File: src/qrm_pkg.sv
// Shared types and constants of the qubit register measure block.
package qrm_pkg;

    localparam int QUBITS_DEF   = 10;
    localparam int AMP_BITS_DEF = 16;
    localparam int SUM_W        = 64;
    localparam int ROOT_W       = 32;
    localparam logic [16:0] PROB_MAX = 17'h1FFFF;

    typedef enum logic [1:0] {
        ACT_WRITE   = 2'd0,
        ACT_READ    = 2'd1,
        ACT_SET     = 2'd2,
        ACT_MEASURE = 2'd3
    } action_t;

    typedef enum logic [3:0] {
        ST_INIT,
        ST_IDLE,
        ST_DECODE,
        ST_CLEAR,
        ST_MEAS,
        ST_DRAIN,
        ST_SQRT,
        ST_COL_RD,
        ST_COL_LOAD,
        ST_COL_DIV,
        ST_DONE
    } state_t;

    typedef struct packed {
        logic take;
        logic cnt_clr;
        logic cnt_inc;
        logic clear_wr;
        logic item_wr;
        logic item_rd;
        logic meas_issue;
        logic sqrt_load;
        logic sqrt_step;
        logic col_rd;
        logic col_zero;
        logic div_load;
        logic col_wr;
        logic out_load;
    } qrm_cmd_t;

    typedef struct packed {
        action_t action;
        logic    idx_ok;
        logic    field_err;
        logic    collapse;
        logic    cnt_last;
        logic    pipe_idle;
        logic    sqrt_done;
        logic    col_match;
        logic    div_busy;
        logic    out_free;
    } qrm_stat_t;

endpackage

File: src/qrm_ctrl.sv
// Controller state machine sequencing the datapath.
module qrm_ctrl (
    input  logic               clk,
    input  logic               rst_n,
    input  logic               in_valid,
    output logic               in_ready,
    input  qrm_pkg::qrm_stat_t stat,
    output qrm_pkg::qrm_cmd_t  cmd
);
    import qrm_pkg::*;

    state_t state_reg, state_next;

    always_ff @(posedge clk or negedge rst_n)
    begin
        if (!rst_n)
            state_reg <= ST_INIT;
        else
            state_reg <= state_next;
    end

    always_comb
    begin
        state_next = state_reg;
        unique case (state_reg)
            ST_INIT:
                if (stat.cnt_last)
                    state_next = ST_IDLE;
            ST_IDLE:
                if (in_valid)
                    state_next = ST_DECODE;
            ST_DECODE:
                unique case (stat.action)
                    ACT_WRITE, ACT_READ:
                        state_next = ST_DONE;
                    ACT_SET:
                        state_next = stat.idx_ok ? ST_CLEAR : ST_DONE;
                    ACT_MEASURE:
                        state_next = stat.field_err ? ST_DONE : ST_MEAS;
                    default:
                        state_next = ST_DONE;
                endcase
            ST_CLEAR:
                if (stat.cnt_last)
                    state_next = ST_DONE;
            ST_MEAS:
                if (stat.cnt_last)
                    state_next = ST_DRAIN;
            ST_DRAIN:
                if (stat.pipe_idle)
                    state_next = stat.collapse ? ST_SQRT : ST_DONE;
            ST_SQRT:
                if (stat.sqrt_done)
                    state_next = ST_COL_RD;
            ST_COL_RD:
                if (stat.col_match)
                    state_next = ST_COL_LOAD;
                else if (stat.cnt_last)
                    state_next = ST_DONE;
            ST_COL_LOAD:
                state_next = ST_COL_DIV;
            ST_COL_DIV:
                if (!stat.div_busy)
                    state_next = stat.cnt_last ? ST_DONE : ST_COL_RD;
            ST_DONE:
                if (stat.out_free)
                    state_next = ST_IDLE;
            default:
                state_next = ST_IDLE;
        endcase
    end

    always_comb
    begin
        cmd      = '0;
        in_ready = 1'b0;
        unique case (state_reg)
            ST_INIT:
            begin
                cmd.clear_wr = 1'b1;
                cmd.cnt_inc  = 1'b1;
            end
            ST_IDLE:
            begin
                in_ready = 1'b1;
                cmd.take = in_valid;
            end
            ST_DECODE:
                unique case (stat.action)
                    ACT_WRITE:   cmd.item_wr = stat.idx_ok;
                    ACT_READ:    cmd.item_rd = 1'b1;
                    ACT_SET:     cmd.cnt_clr = stat.idx_ok;
                    ACT_MEASURE: cmd.cnt_clr = !stat.field_err;
                    default:     cmd.cnt_clr = 1'b0;
                endcase
            ST_CLEAR:
            begin
                cmd.clear_wr = 1'b1;
                cmd.cnt_inc  = 1'b1;
            end
            ST_MEAS:
            begin
                cmd.meas_issue = 1'b1;
                cmd.cnt_inc    = 1'b1;
            end
            ST_DRAIN:
                if (stat.pipe_idle && stat.collapse)
                begin
                    cmd.sqrt_load = 1'b1;
                    cmd.cnt_clr   = 1'b1;
                end
            ST_SQRT:
                cmd.sqrt_step = !stat.sqrt_done;
            ST_COL_RD:
                if (stat.col_match)
                    cmd.col_rd = 1'b1;
                else
                begin
                    cmd.col_zero = 1'b1;
                    cmd.cnt_inc  = 1'b1;
                end
            ST_COL_LOAD:
                cmd.div_load = 1'b1;
            ST_COL_DIV:
                if (!stat.div_busy)
                begin
                    cmd.col_wr  = 1'b1;
                    cmd.cnt_inc = 1'b1;
                end
            ST_DONE:
                cmd.out_load = stat.out_free;
            default:
                cmd = '0;
        endcase
    end

endmodule

File: config.mk
export PLATFORM = sky130hd
export DESIGN_NAME = qrm_ctrl
export DESIGN_NICKNAME = d
export VERILOG_FILES = /design/src/qrm_pkg.sv /design/src/qrm_ctrl.sv
export SDC_FILE = /design/constraint.sdc
export NUM_CORES = 1
export LEC_CHECK = 0
export BUFFER_PORTS_ARGS = -buffer_cell sky130_fd_sc_hd__buf_2
export CAP_MARGIN = 20
export CORE_UTILIZATION = 30
export CTS_BUF_LIST = sky130_fd_sc_hd__clkbuf_4 sky130_fd_sc_hd__clkbuf_8
export DETAILED_ROUTE_END_ITERATION = 7
export PLACE_DENSITY_LB_ADDON = 0.15
export SYNTH_ARGS = -nofsm -noshare
export SYNTH_HDL_FRONTEND = slang
export SYNTH_SLANG_ARGS = --single-unit
File: constraint.sdc
create_clock -name clk -period 4.25 [get_ports clk]
set_clock_uncertainty 0.2 [all_clocks]
set_input_delay 0.6375 -clock clk [delete_from_list [all_inputs] [get_ports clk]]
set_output_delay 0.6375 -clock clk [all_outputs]
set_load 0.005 [all_outputs]
==> results.md <==
Drt:
- The final routed wirelength across all metal layers is 1.78 mm.
- The routed wirelength normalized by instance count is 13.2 um.
- The pre-antenna-repair detailed-routing pass consisted of 4 iterations.
- The remaining antenna violation count after routing is 0.
- After the first detailed-routing iteration, the DRC count stood at 14.
- The post-detailed-route via-to-cell ratio is 5.36.
- In the routed design, unresolved DRC markers number 0.
- The final route contains 723 vias.

Floorplan:
- The die is 51.0 um wide.
- The initial standard-cell utilization of the core is 0.323.
- The floorplan has 17 rows.
- The number of primary I/O pins is 29.
- The area of the core region is 2230 um2.
- Measured along the y axis, the die boundary spans 51.0 um.
- The floorplan step defined a die boundary enclosing 2600 um2.

Synth:
- Of the post-synthesis cell area, the part taken by muxes is 0.0313.
- After synthesis, the netlist uses 42 different library cells.
- The synthesized flop and latch total is 4.
- Among all flip-flop cells after synthesis, the most frequent one is sky130_fd_sc_hd__dfrtp_1.
- Summing every instance area after synthesis gives 721 um2.
- The xor and xnor fraction of the mapped netlist area is 0.
- The number of enable-type register cells in the synthesized netlist is 0.
- The net count of the mapped netlist is 97.
- The Yosys step of the flow raised 0 warnings.
- The synthesized-area fraction occupied by ao, oa, aoi and oai cells is 0.227.
- The combinational family with the most area after synthesis is simple AND/OR/NAND/NOR gates.
- The post-synthesis simple-gate area fraction is 0.498.
- After synthesis, the share of flip-flops with an asynchronous set or reset is 1.00.
- The arithmetic-cell share of the synthesized area counting full adders, half adders and majority gates is 0.
- Each instance of the synthesized netlist takes up on average 8.68 um2.
- Of the synthesized area, sequential elements account for 0.139.
- After technology mapping, the gate count stands at 83.

Place:
- The HPWL after detailed placement is 1.31 mm.
- The final estimated routing congestion in global placement is 0.795.
- The number of buffers added on ports is 28.
- The instance area at placement is 825 um2.

Clock tree:
- The hold-fix buffer count after cts is 1.
- Clock tree synthesis inserted a total of 3 buffers.
- The number of sinks handled by clock tree synthesis is 4.
- No sink is reached through more buffers than the 2 on the longest clock path.
- The cell at the root of the clock tree is sky130_fd_sc_hd__clkbuf_4.
- The number of resized instances in the post-cts repair step is 0.
- The clock tree from TritonCTS is done.
- In this run the post-CTS setup repair buffer count came out at 0.
- The clock edge transition at the registers on the reported setup and hold paths is 0.04 ns.
- Clock latency on the worst-skew pair, taken at its later pin, is 0.23 ns.
- The number of H-tree levels is 1.

Critical path:
- At the worst endpoint, the required time is 3.41 ns.
- The sort of element at the end of the critical path is a primary output.
- Walking the worst path, the cells encountered are or3b_4 -> nor2_1 -> o21ai_0 -> o31ai_1 -> buf_2.
- The startpoint type of the worst setup path is a register.
- For this design, the slowest cell found on the critical path is sky130_fd_sc_hd__dfrtp_1.
- The delay contributed by the slowest stage of the critical path is 0.83 ns.
- The top fanout value on the critical path is 21.
- Data on the critical path arrives at its endpoint at 1.95 ns.
- The cell family with the largest share of critical-path delay is flip-flops.
- The kind of critical path is reg2out.
- Counting both buffers and inverters, the worst setup path holds a total of 1.

Timing:
- The actual slew at the worst max-slew pin is 0.766 ns.
- The normalized max-slew margin is 0.489.
- The final critical-path share of the clock period is 0.656.
- The setup-violating endpoint count in the final report is 0.
- Setup repair after global routing left no endpoint under its margin.
- The aggregate negative setup slack is 0 ns.
- The upper clock frequency limit is 359 MHz.
- The final critical path time including I/O delays and setup is 2.79 ns.
- The hold violation count in the final report is 0.
- The number of slew-limit violations in the final report is 0.

Finish:
- Leaving out fill and tap cells, the most frequent cell in the layout is sky130_fd_sc_hd__buf_2.
- The number of flip-flops under the largest register name is 4.
- Compared with the post-synthesis result, the final layout area differs by 18.9%.
- Measured on the finished design, the core utilization comes to 0.384.
- The share of post-route cells with drive strength above 1 is 0.393.
- The final net count is 123.
- The count of inserted antenna diode cells is 0.
- In the layout the commonest cells are sky130_fd_sc_hd__buf_2 (28), sky130_fd_sc_hd__nand2_1 (7), sky130_fd_sc_hd__nand2b_1 (5), sky130_fd_sc_hd__nor2_1 (5).
- Summing all non-filler instances in the final layout gives an area of 857 um2.

Global routing:
- The global-route usage over all layers is 0.131.
- The global-route wire length before repair is 2.71 mm.
- The overall overflow remaining after global route is 0.
- The number of antenna violations at the first check in global routing came to 0.
- The via count of the first global-routing pass came to 639.
- The pin count of the biggest net entering global routing is 23.

Outcome:
- The run finished with clean final reports.

Worst hold path:
- The class of the tightest hold or removal check is in2async.

Job:
- Max-cap violations in this run came to 0.

Power and ir drop:
- The worst-case IR drop observed on VDD is 0.232 mV.
- Summed over all cells, the static leakage comes to 0.396 nW.
- The power density of the placed cells is 552 nW/um2.
## metal layers
| metal | routed length, um | vias to the layer above | track usage |
|---|---|---|---|
| li1 | - | 363 | - |
| met5 | 0 | - | 0 |
| met1 | 843 | 335 | 0.170 |
| met2 | 847 | 23 | 0.232 |
| met4 | 14 | 0 | 0.0185 |
| met3 | 70 | 2 | 0.0179 |
## layout make-up
cell class                 instances  area, um2
tap                               28       35.0
sequential                         4        100
clock buffer                       3       22.5
timing repair buffer              29        150
fill                             258       1380
multi-input combinational         70        546
inverter                           1       3.75
## worst paths after layout
path | start | end | slack [ns] | depth (start not counted)
min in group clk | stat[10] | state_reg[2]$_DFFE_PN0P_ | 0.69 | 4
max | state_reg[3]$_DFFE_PN0P_ | cmd[11] | 1.46 | 5
max in group asynchronous | rst_n | state_reg[1]$_DFFE_PN0P_ | 3.19 | 2
min | rst_n | state_reg[0]$_DFFE_PN0P_ | 0.54 | 2
max reg2reg | state_reg[3]$_DFFE_PN0P_ | state_reg[2]$_DFFE_PN0P_ | 2.08 | 4
min reg2reg | state_reg[0]$_DFFE_PN0P_ | state_reg[0]$_DFFE_PN0P_ | 0.73 | 1
## per-stage QoR
step                      total power [mW]  hold WS [ns]  setup WS, ns  std cells
after floorplan                      0.390         0.142          2.23         83
after global placement               0.426         0.242          1.74        131
after detailed placement             0.427         0.244          1.72        131
after CTS                            0.475         0.535          1.46        135
after global routing                 0.512         0.539          1.32        135
final                                0.473         0.539          1.46        135
## power breakdown
part	total, mW	leakage, nW	switching, mW	internal [mW]
logic	0.278	0.332	0.120	0.157
clock network	0.0451	0.0138	0.0136	0.0315
registers	0.150	0.0498	0.0967	0.0537
total	0.473	0.396	0.231	0.242
## worst register-to-register path, delay by kind of cell, from the launching register on
kind            cells  cell delay (ns)
flops               1             0.83
compound gates      2             0.23
simple gates        1             0.42
mux                 1             0.36
## cell usage after synthesis, types with 2 or more instances
master                      instances  area (um2)
sky130_fd_sc_hd__and3_1             2        12.5
sky130_fd_sc_hd__nand2b_1           5        31.3
sky130_fd_sc_hd__nor2b_1            3        18.8
sky130_fd_sc_hd__dfrtp_1            4         100
sky130_fd_sc_hd__o21ai_0            3        15.0
sky130_fd_sc_hd__buf_6              5        56.3
sky130_fd_sc_hd__a21oi_1            3        15.0
sky130_fd_sc_hd__buf_2              3        15.0
sky130_fd_sc_hd__or4_1              2        15.0
sky130_fd_sc_hd__mux2_1             2        22.5
sky130_fd_sc_hd__nor3b_1            3        22.5
sky130_fd_sc_hd__nor4_1             2        12.5
sky130_fd_sc_hd__nand3_1            4        20.0
sky130_fd_sc_hd__nand2_1            7        26.3
sky130_fd_sc_hd__o2bb2ai_1          2        17.5
sky130_fd_sc_hd__nor3_1             2        10.0
sky130_fd_sc_hd__nor2_1             5        18.8
sky130_fd_sc_hd__nor4b_2            2        30.0
## cells by family after synthesis
family          Yosys count
simple gates             49
flops                     4
compound gates           19
mux                       2
buf+inv                   9
(Power assumes the default switching activity.)
